===== config.mk =====
export PLATFORM = sky130hd
export DESIGN_NAME = fvn4d_divider
export DESIGN_NICKNAME = d
export VERILOG_FILES = /design/src/fvn4d_pkg.sv /design/src/fvn4d_divider.sv
export SDC_FILE = /design/constraint.sdc
export NUM_CORES = 2
export LEC_CHECK = 0
export CAP_MARGIN = 20
export CORE_MARGIN = 4
export CORE_UTILIZATION = 28
export CTS_CLUSTER_SIZE = 40
export DETAILED_ROUTE_END_ITERATION = 7
export DONT_BUFFER_PORTS = 1
export SLEW_MARGIN = 10
export SYNTH_ARGS = -nofsm -noshare
export SYNTH_HDL_FRONTEND = slang
export SYNTH_SLANG_ARGS = --single-unit

===== constraint.sdc =====
create_clock -name clk_i -period 5.3 [get_ports clk_i]
set_input_delay 0.265 -clock clk_i [delete_from_list [all_inputs] [get_ports clk_i]]
set_output_delay 0.265 -clock clk_i [all_outputs]
set_load 0.05 [all_outputs]

===== src/fvn4d_pkg.sv =====
// ----------------------------------------------------------------------------
// fvn4d_pkg: shared types and helpers for the 4D fractal value noise unit
// Holds the octave context record handed from cell to cell and the
// constant-divisor arithmetic used by the lattice hash and corner values.
// ----------------------------------------------------------------------------
package fvn4d_pkg;

  // Register indexes of the configuration port
  localparam logic [1:0] RegOctaveCount  = 2'd0;
  localparam logic [1:0] RegFrequencyStep = 2'd1;
  localparam logic [1:0] RegAmplitudeStep = 2'd2;

  localparam logic [3:0]  OctaveCountRst   = 4'd4;
  localparam logic [15:0] FrequencyStepRst = 16'd8192;
  localparam logic [15:0] AmplitudeStepRst = 16'd8192;

  // Starting frequency 1.0 in Q16.16, starting amplitude 1.0 in Q18.14
  localparam logic [31:0] FreqOne = 32'h0001_0000;
  localparam logic [31:0] AmpOne  = 32'h0000_4000;

  // floor(2^31 / 289), quotient estimate is low by at most one
  localparam logic [22:0] Recip289 = 23'd7430739;

  // Context of one request as it travels down the octave chain
  typedef struct packed {
    logic             valid;
    logic [3:0][31:0] coord;   // signed Q16.16, index 0 is x
    logic [31:0]      freq;    // unsigned Q16.16
    logic [31:0]      amp;     // unsigned Q18.14
    logic [31:0]      asum;    // saturated amplitude sum
    logic [63:0]      total;   // signed weighted sum, Q30
  } ctx_t;

  // Quotient of x / 289 by reciprocal multiply and one correction
  function automatic logic [16:0] div289(input logic [24:0] x);
    logic [47:0] p;
    logic [16:0] q;
    logic [25:0] r;
    p = 48'(x) * 48'(Recip289);
    q = p[47:31];
    r = 26'(x) - 26'(q) * 26'd289;
    if (r >= 26'd289) q = q + 17'd1;
    return q;
  endfunction

  function automatic logic [8:0] mod289(input logic [24:0] x);
    logic [16:0] q;
    logic [25:0] r;
    q = div289(x);
    r = 26'(x) - 26'(q) * 26'd289;
    return r[8:0];
  endfunction

  // One link of the chained hash: (h*34+1)*h + c, not yet reduced
  function automatic logic [22:0] hash_link(input logic [8:0] h, input logic [8:0] c);
    logic [13:0] m;
    m = 14'(h) * 14'd34 + 14'd1;
    return 23'(m) * 23'(h) + 23'(c);
  endfunction

  // Map a hash to round((2h-289) * 2^16 / 289), half away from zero
  function automatic logic signed [17:0] corner_value(input logic [8:0] h);
    logic        neg;
    logic [9:0]  h2;
    logic [9:0]  mag;
    logic [24:0] n;
    logic [16:0] q;
    neg = (h < 9'd145);
    h2  = {h, 1'b0};
    mag = neg ? (10'd289 - h2) : (h2 - 10'd289);
    n   = {mag[8:0], 16'b0} + 25'd144;
    q   = div289(n);
    return neg ? -$signed({1'b0, q}) : $signed({1'b0, q});
  endfunction

endpackage


===== src/fvn4d_divider.sv =====
// ----------------------------------------------------------------------------
// fvn4d_divider: normalize the weighted sum by the amplitude sum
// Restoring division, one quotient bit per stage, rounded half away from zero
// and saturated to Q1.15.
// ----------------------------------------------------------------------------
module fvn4d_divider
  import fvn4d_pkg::*;
(
  input  logic               clk_i,
  input  logic               rst_ni,
  input  logic               en_i,
  input  ctx_t               ctx_i,
  output logic               valid_o,
  output logic signed [15:0] noise_o
);

  localparam int unsigned QBits = 17;
  localparam int unsigned Lines = QBits + 1;

  logic        v0_q;
  logic        neg0_q;
  logic [65:0] num0_q;
  logic [31:0] asum0_q;

  logic        vld_q  [Lines];
  logic        neg_q  [Lines];
  logic        ovf_q  [Lines];
  logic [65:0] rem_q  [Lines];
  logic [QBits-1:0] quo_q [Lines];
  logic [31:0] asum_q [Lines];

  logic        out_vld_q;
  logic signed [15:0] noise_q;

  // Valid bits of the stages
  always_ff @(posedge clk_i or negedge rst_ni) begin
    if (!rst_ni) begin
      v0_q <= 1'b0;
      for (int i = 0; i < Lines; i++) vld_q[i] <= 1'b0;
      out_vld_q <= 1'b0;
    end else if (en_i) begin
      v0_q <= ctx_i.valid;
      vld_q[0] <= v0_q;
      for (int i = 1; i < Lines; i++) vld_q[i] <= vld_q[i-1];
      out_vld_q <= vld_q[Lines-1];
    end
  end

  // Numerator with the rounding term, overflow check, then one bit a stage
  always_ff @(posedge clk_i) begin
    if (en_i) begin
      logic [63:0] mag;
      logic [65:0] dsh;
      logic [QBits:0] qx;
      mag = ctx_i.total[63] ? (64'd0 - ctx_i.total) : ctx_i.total;
      neg0_q  <= ctx_i.total[63];
      num0_q  <= 66'(mag) + 66'(ctx_i.asum);
      asum0_q <= ctx_i.asum;

      neg_q[0]  <= neg0_q;
      ovf_q[0]  <= (num0_q >= (66'(asum0_q) << (QBits + 1)));
      rem_q[0]  <= num0_q;
      quo_q[0]  <= '0;
      asum_q[0] <= asum0_q;

      for (int i = 1; i < Lines; i++) begin
        dsh = 66'(asum_q[i-1]) << (QBits + 1 - i);
        neg_q[i]  <= neg_q[i-1];
        ovf_q[i]  <= ovf_q[i-1];
        asum_q[i] <= asum_q[i-1];
        if (rem_q[i-1] >= dsh) begin
          rem_q[i] <= rem_q[i-1] - dsh;
          quo_q[i] <= {quo_q[i-1][QBits-2:0], 1'b1};
        end else begin
          rem_q[i] <= rem_q[i-1];
          quo_q[i] <= {quo_q[i-1][QBits-2:0], 1'b0};
        end
      end

      // apply the sign and saturate
      qx = {1'b0, quo_q[Lines-1]};
      if (!neg_q[Lines-1]) begin
        if (ovf_q[Lines-1] || quo_q[Lines-1] > 17'd32767) noise_q <= 16'sh7FFF;
        else noise_q <= quo_q[Lines-1][15:0];
      end else begin
        if (ovf_q[Lines-1] || quo_q[Lines-1] >= 17'd32768) noise_q <= 16'sh8000;
        else noise_q <= 16'(18'd0 - qx);
      end
    end
  end

  assign valid_o = out_vld_q;
  assign noise_o = noise_q;

endmodule


# After elaboration in Yosys (flattened, before gate mapping)
# Memory sizes are Yosys's and may differ from the RTL's.
# Index checks and enable logic that the tools add are counted.
# op_classes
n_addsub	20
multipliers	0
div_mod_pow	0
magnitude_cmp	20
eq_ne	0
shifts	0
n_mux	142
bitwise_logic	34
n_reduce_logical	2
# ops
op	n
66-bit 2-to-1 mux	17
17-bit 2-to-1 mux	17
1-bit 2-to-1 mux	104
66-bit by 33-bit >= comparator with 1-bit output	1
66-bit by 34-bit >= comparator with 1-bit output	1
66-bit by 35-bit >= comparator with 1-bit output	1
66-bit by 36-bit >= comparator with 1-bit output	1
66-bit by 37-bit >= comparator with 1-bit output	1
66-bit by 38-bit >= comparator with 1-bit output	1
66-bit by 39-bit >= comparator with 1-bit output	1
66-bit by 40-bit >= comparator with 1-bit output	1
66-bit by 41-bit >= comparator with 1-bit output	1
66-bit by 42-bit >= comparator with 1-bit output	1
66-bit by 43-bit >= comparator with 1-bit output	1
66-bit by 44-bit >= comparator with 1-bit output	1
66-bit by 45-bit >= comparator with 1-bit output	1
66-bit by 46-bit >= comparator with 1-bit output	1
66-bit by 47-bit >= comparator with 1-bit output	1
66-bit by 48-bit >= comparator with 1-bit output	1
66-bit by 49-bit >= comparator with 1-bit output	1
66-bit by 50-bit >= comparator with 1-bit output	1
66-bit by 33-bit subtractor with 66-bit output	1
66-bit by 34-bit subtractor with 66-bit output	1
66-bit by 35-bit subtractor with 66-bit output	1
other kinds (23)	59
# totals
register_bits	135
latchBits	0
ram_bits	2106
rom_bits	0
input_bits	292
output_inout_bits	17
wordCells	247
n_memories	5
# memory_table
memory	depth	width	read_ports	rd_ports_with_merged_regs	write_ports	line_no	text
rem_q	18	66	17	0	18	fvn4d_divider.sv:28	logic [65:0] rem_q [Lines];
asum_q	18	32	17	0	18	fvn4d_divider.sv:30	logic [31:0] asum_q [Lines];
quo_q	18	17	18	0	18	fvn4d_divider.sv:29	logic [QBits-1:0] quo_q [Lines];
neg_q	18	1	18	0	18	fvn4d_divider.sv:26	logic neg_q [Lines];
ovf_q	18	1	18	0	18	fvn4d_divider.sv:27	logic ovf_q [Lines];

# Logic depth before layout (Yosys ltp)
# depth
word_depth	5
mapped_depth	21
ltp_nobuf	19

# Worst setup path after synthesis
# Ideal clock, no wire load.
# synth_path
kind	input -> register
startpoint	in ctx_i[63] in the netlist's numbering
endpoint	reg num0_q[47] (data pin)
setup_time_ns	0.265
arrival_ns	4.788
path_slack_ns	0.247
stages	20
n_path_buf	7
cell_sequence	clkbuf_1 clkbuf_1 clkbuf_1 clkbuf_1 clkbuf_1 clkbuf_1 o41ai_1 xnor2_1 ha_1 o21ai_0 nand2b_1 a21oi_1 or4_1 o21ai_0 a21boi_0 o21ai_0 nand2b_1 clkbuf_1 or4_1 xor2_1
# synth_via
elab_chain_len	2
# synth_rtl
item	line_no	text
start: declaration	fvn4d_divider.sv:12	input ctx_t ctx_i,
64-bit 2-to-1 mux	fvn4d_divider.sv:55	mag = ctx_i.total[63] ? (64'd0 - ctx_i.total) : ctx_i.total;
64-bit by 32-bit adder with 65-bit output	fvn4d_divider.sv:57	num0_q <= 66'(mag) + 66'(ctx_i.asum);
end signal: assignment	fvn4d_divider.sv:57	
end: declaration	fvn4d_divider.sv:22	logic [65:0] num0_q;
# No other way between the ends.
# A chain may end at the register's enable or synchronous reset.

# Worst setup path after layout
# layout_path
startpoint	in ctx_i[63] in the netlist's numbering
endpoint	reg num0_q[58] (data pin)
# The elaborated chain is that of the path after synthesis.

==> flow_summary.toml <==
[finish]
multi_input_area_um2 = 45830
utilization_pct = 32.39
register_area_um2 = 59590
area_growth_pct = 14.89
layout-drive-gt1-share_pct = 6.854
final_area_um2 = 125300
n_antenna_cell = 0
fillers = 38879
num-nets-final = 11046

[floorplan]
coreArea_um2 = 386800
die_h_um = 632.1
fp-row-count = 228
fp.dieW_um = 632.1
initial_utilization_pct = 28.19
fp.dieArea_um2 = 399500
io_pins = 309

[yosys]
syn_avg_cell_area_um2 = 11.12
synth_seq_area_share_pct = 54.64
yosysTopAreaCellShare_pct = 54.17
post_synth_num_cell_types = 91
synth_area_um2 = 109000
synth_commonest_cells = "edfxtp_1 (1967), nand2_1 (902), inv_1 (743)"
ys.flop_type = "edfxtp_1"
synth_nets = 10731
yosysTopAreaCell = "edfxtp_1"
ys_ff_latch = 1988
yosysWarningCount = 0
ys_async_sr_fraction_pct = 1.006
synth.top_cells.by_area = "edfxtp_1 (54%), ha_1 (7.0%), xor2_1 (3.8%)"
yosysMostFrequentCell = "edfxtp_1"
netlist_instances = 9808
synth_edf_count = 1967

[global_routing]
grtUsageMet2_pct = 22.86
grt-ovfl-total = 0
grt_pass1_vias = 72934
grt_max_degree = 218
grt_pass1_wl_mm = 402.5
antenna_found_initial = 6
grt_use_met3_pct = 1.579
grtUsageMet1_pct = 14.29
grt_usage_pct = 12.48
busiest_layer = "met2"

[sta]
hold_ws_ns = 0.06776
tns_ns = 0
setup_viol = 0
max_slew_margin_pct = 21.65
max_freq_ghz = 0.1978
finalHoldViolCount = 0
finClkSkew_ns = 0.06942
setup_ws_ns = 0.2445
fin_crit_sh_pct = 95.39
worst_pin_slew_ns = 1.165
post-route-min-period_ns = 5.056
finalMaxSlewViolations = 0

[min_path]
min_path_type = "primary input to flop"

[route]
antenna_left = 0
via_per_inst = 4.706
drcViolationCount = 0
vias = 72754
drt_iter0_markers = 4148
wire_per_inst_um = 16.63
drt-pass1-iter-count = 6
routed_wl_mm = 257.1

[worst_setup_path]
path_max_fanout = 50
worstPathRequired_ns = 5.87
startpoint_type = "primary input"
critPathMaxStageDelay_ns = 0.74
crit_type = "primary input to flop"
crit_top_cell = "dlygate4sd3_1"
slowest_stage = "dlygate4sd3_1"
path_cells = "dlygate4sd3_1 -> buf_16 -> o31ai_1 -> xnor2_1 -> dlygate4sd3_1 -> ha_1 -> o21ai_0 -> o21ai_0 -> a21oi_1 -> a21boi_0 -> o21ai_1 -> o221ai_1 -> or3_1 -> a31oi_1 -> buf_4 -> buf_4 -> nor2_1 -> nand3b_1 -> xor2_1 -> dlygate4sd3_1"
cp_data_arrival_time_ns = 5.62
crit_path_end_kind = "flop"

[clocking]
clk_path_buf_depth = 4
clk_latency_ns = 0.88
cts_tree = "built"
cts-root-buf = "clkbuf_16"
htree_levels = 4
numCtsBuffers = 212
cts.clk_slew.worst_paths_ns = 0.07
numClockSinks = 1988

[power]
leakagePower_nw = 46.65
power_frac_comb_pct = 35.0
switching_share_pct = 33.90
powerDensity_nw_per_um2 = 471.5
peakVddDrop_v = 0.0003617
switching_power_mw = 20.02
p_seq_share_pct = 40.1
power.share.clock_pct = 24.8
p_int_mw = 39.05

[place]
place_area_um2 = 116800
place_congestion = 0.9250
dp_hpwl_mm = 194.0
port_buffers = 0
place_worst_setup_slack_ns = -3.266

[flow_run]
cap_violations = 0

[outcome]
status = "completed"
-- kinds of logic after synthesis --
group	count (synthesis)	synth area share (%)
and+or+nand+nor	2895	13.30
AOI/OAI and AO/OA	2273	12.88
DFF	1988	54.64
buffers and inverters	1003	3.464
xor gates and xnor gates	936	7.518
adders and majority gates	631	7.357
muxes	81	0.8296
other	1	0.003439
-- registers in the layout, summed over array words and instances (netlist names), 16 cells and up --
signal   flops
asum_q     544
num0_q      65
neg_q       18
ovf_q       18
noise_o     16
vld_q       18
rem_q     1121
asum0_q     32
quo_q      153
-- timing repair --
action / 4_1_cts / 5_1_grt
gates cloned: 7 / 0
pin swaps: 0 / 0
gates resized for setup: 0 / 7
hold buffers: 136 / 0
setup buffers: 0 / 0
endpoints found under the setup margin: 493 / 12
hold endpoints to repair: 216 / 0
-- stage by stage --
| step | power [mW] | cells |
|---|---|---|
| 2_1_floorplan | 38.56 | 9808 |
| 3_3_place_gp | 44.36 | 14939 |
| 3_5_place_dp | 44.44 | 14941 |
| 4_1_cts | 59.52 | 15461 |
| 5_1_grt | 63.04 | 15461 |
| 6_report | 59.07 | 15461 |
-- final timing paths --
path	from	end	slack (ns)	cells after the start
hold / removal	en_i	rem_q[7][22]	0.07	2
hold reg to reg	asum_q[3][20]	asum_q[4][20]	0.39	0
setup reg to reg	asum_q[3][0]	rem_q[2][65]	0.50	14
min in group asynchronous	rst_ni	vld_q[6]	0.55	2
setup / recovery	ctx_i[63]	num0_q[58]	0.24	20
max in group asynchronous	rst_ni	vld_q[5]	4.16	2
-- cell type report --
cell class | instances | area share, %
clock buffers | 247 | 4.374
clock inverters | 130 | 1.076
inverters | 743 | 2.226
multi-input cells | 6817 | 36.58
flip-flops and latches | 1988 | 47.56
well taps | 5175 | 5.169
repair buffers | 361 | 3.010
-- layout by cell type, fill, tap and decap left out, types with 33 or more instances in the layout --
cell type / count
clkbuf_1: 33
o41ai_1: 33
a21o_1: 327
edfxtp_1: 1967
o211ai_1: 38
buf_4: 184
nand4_1: 122
inv_1: 743
nor3_1: 255
clkinv_1: 42
or2_2: 52
dlygate4sd3_1: 133
ha_1: 614
a31oi_1: 71
xnor2_1: 467
o21bai_1: 88
a21oi_1: 603
xor2_1: 469
nor2_1: 516
nor4b_1: 37
nor2b_1: 87
and2_1: 64
a211oi_1: 39
mux2_2: 75
nand2_1: 902
and3_1: 57
nand2b_1: 110
nand4b_1: 38
o31ai_1: 65
nand3_1: 189
or3_1: 119
clkbuf_16: 214
o21ai_0: 703
o21a_1: 78
or4_1: 83
nor4_1: 168
-- worst max-delay path, delay by kind of cell --
family	cells	cell delay [ns]
AO/OA/AOI/OAI	8	1.72
XOR/XNOR	2	0.21
buffers and inverters	6	2.49
AND/OR/NAND/NOR	3	0.53
adder cells (fa/ha/maj)	1	0.33
-- metal layers --
layer	wire length, um	part of all wire, %
met1	106000	41
met2	129200	50
met3	8475	3.3
met4	13450	5.2
met5	0	0
-- power groups by stage --
stage	clock, mW	combinational [mW]	sequential [mW]
after detailed placement	0	20.4	24.0
after global placement	0	20.3	24.1
after global routing	15.9	23.1	24.1
after floorplan	0	15.5	23.1
after CTS	15.1	20.7	23.7
final	14.7	20.7	23.7
No activity file was read; power rests on OpenSTA's default activity.
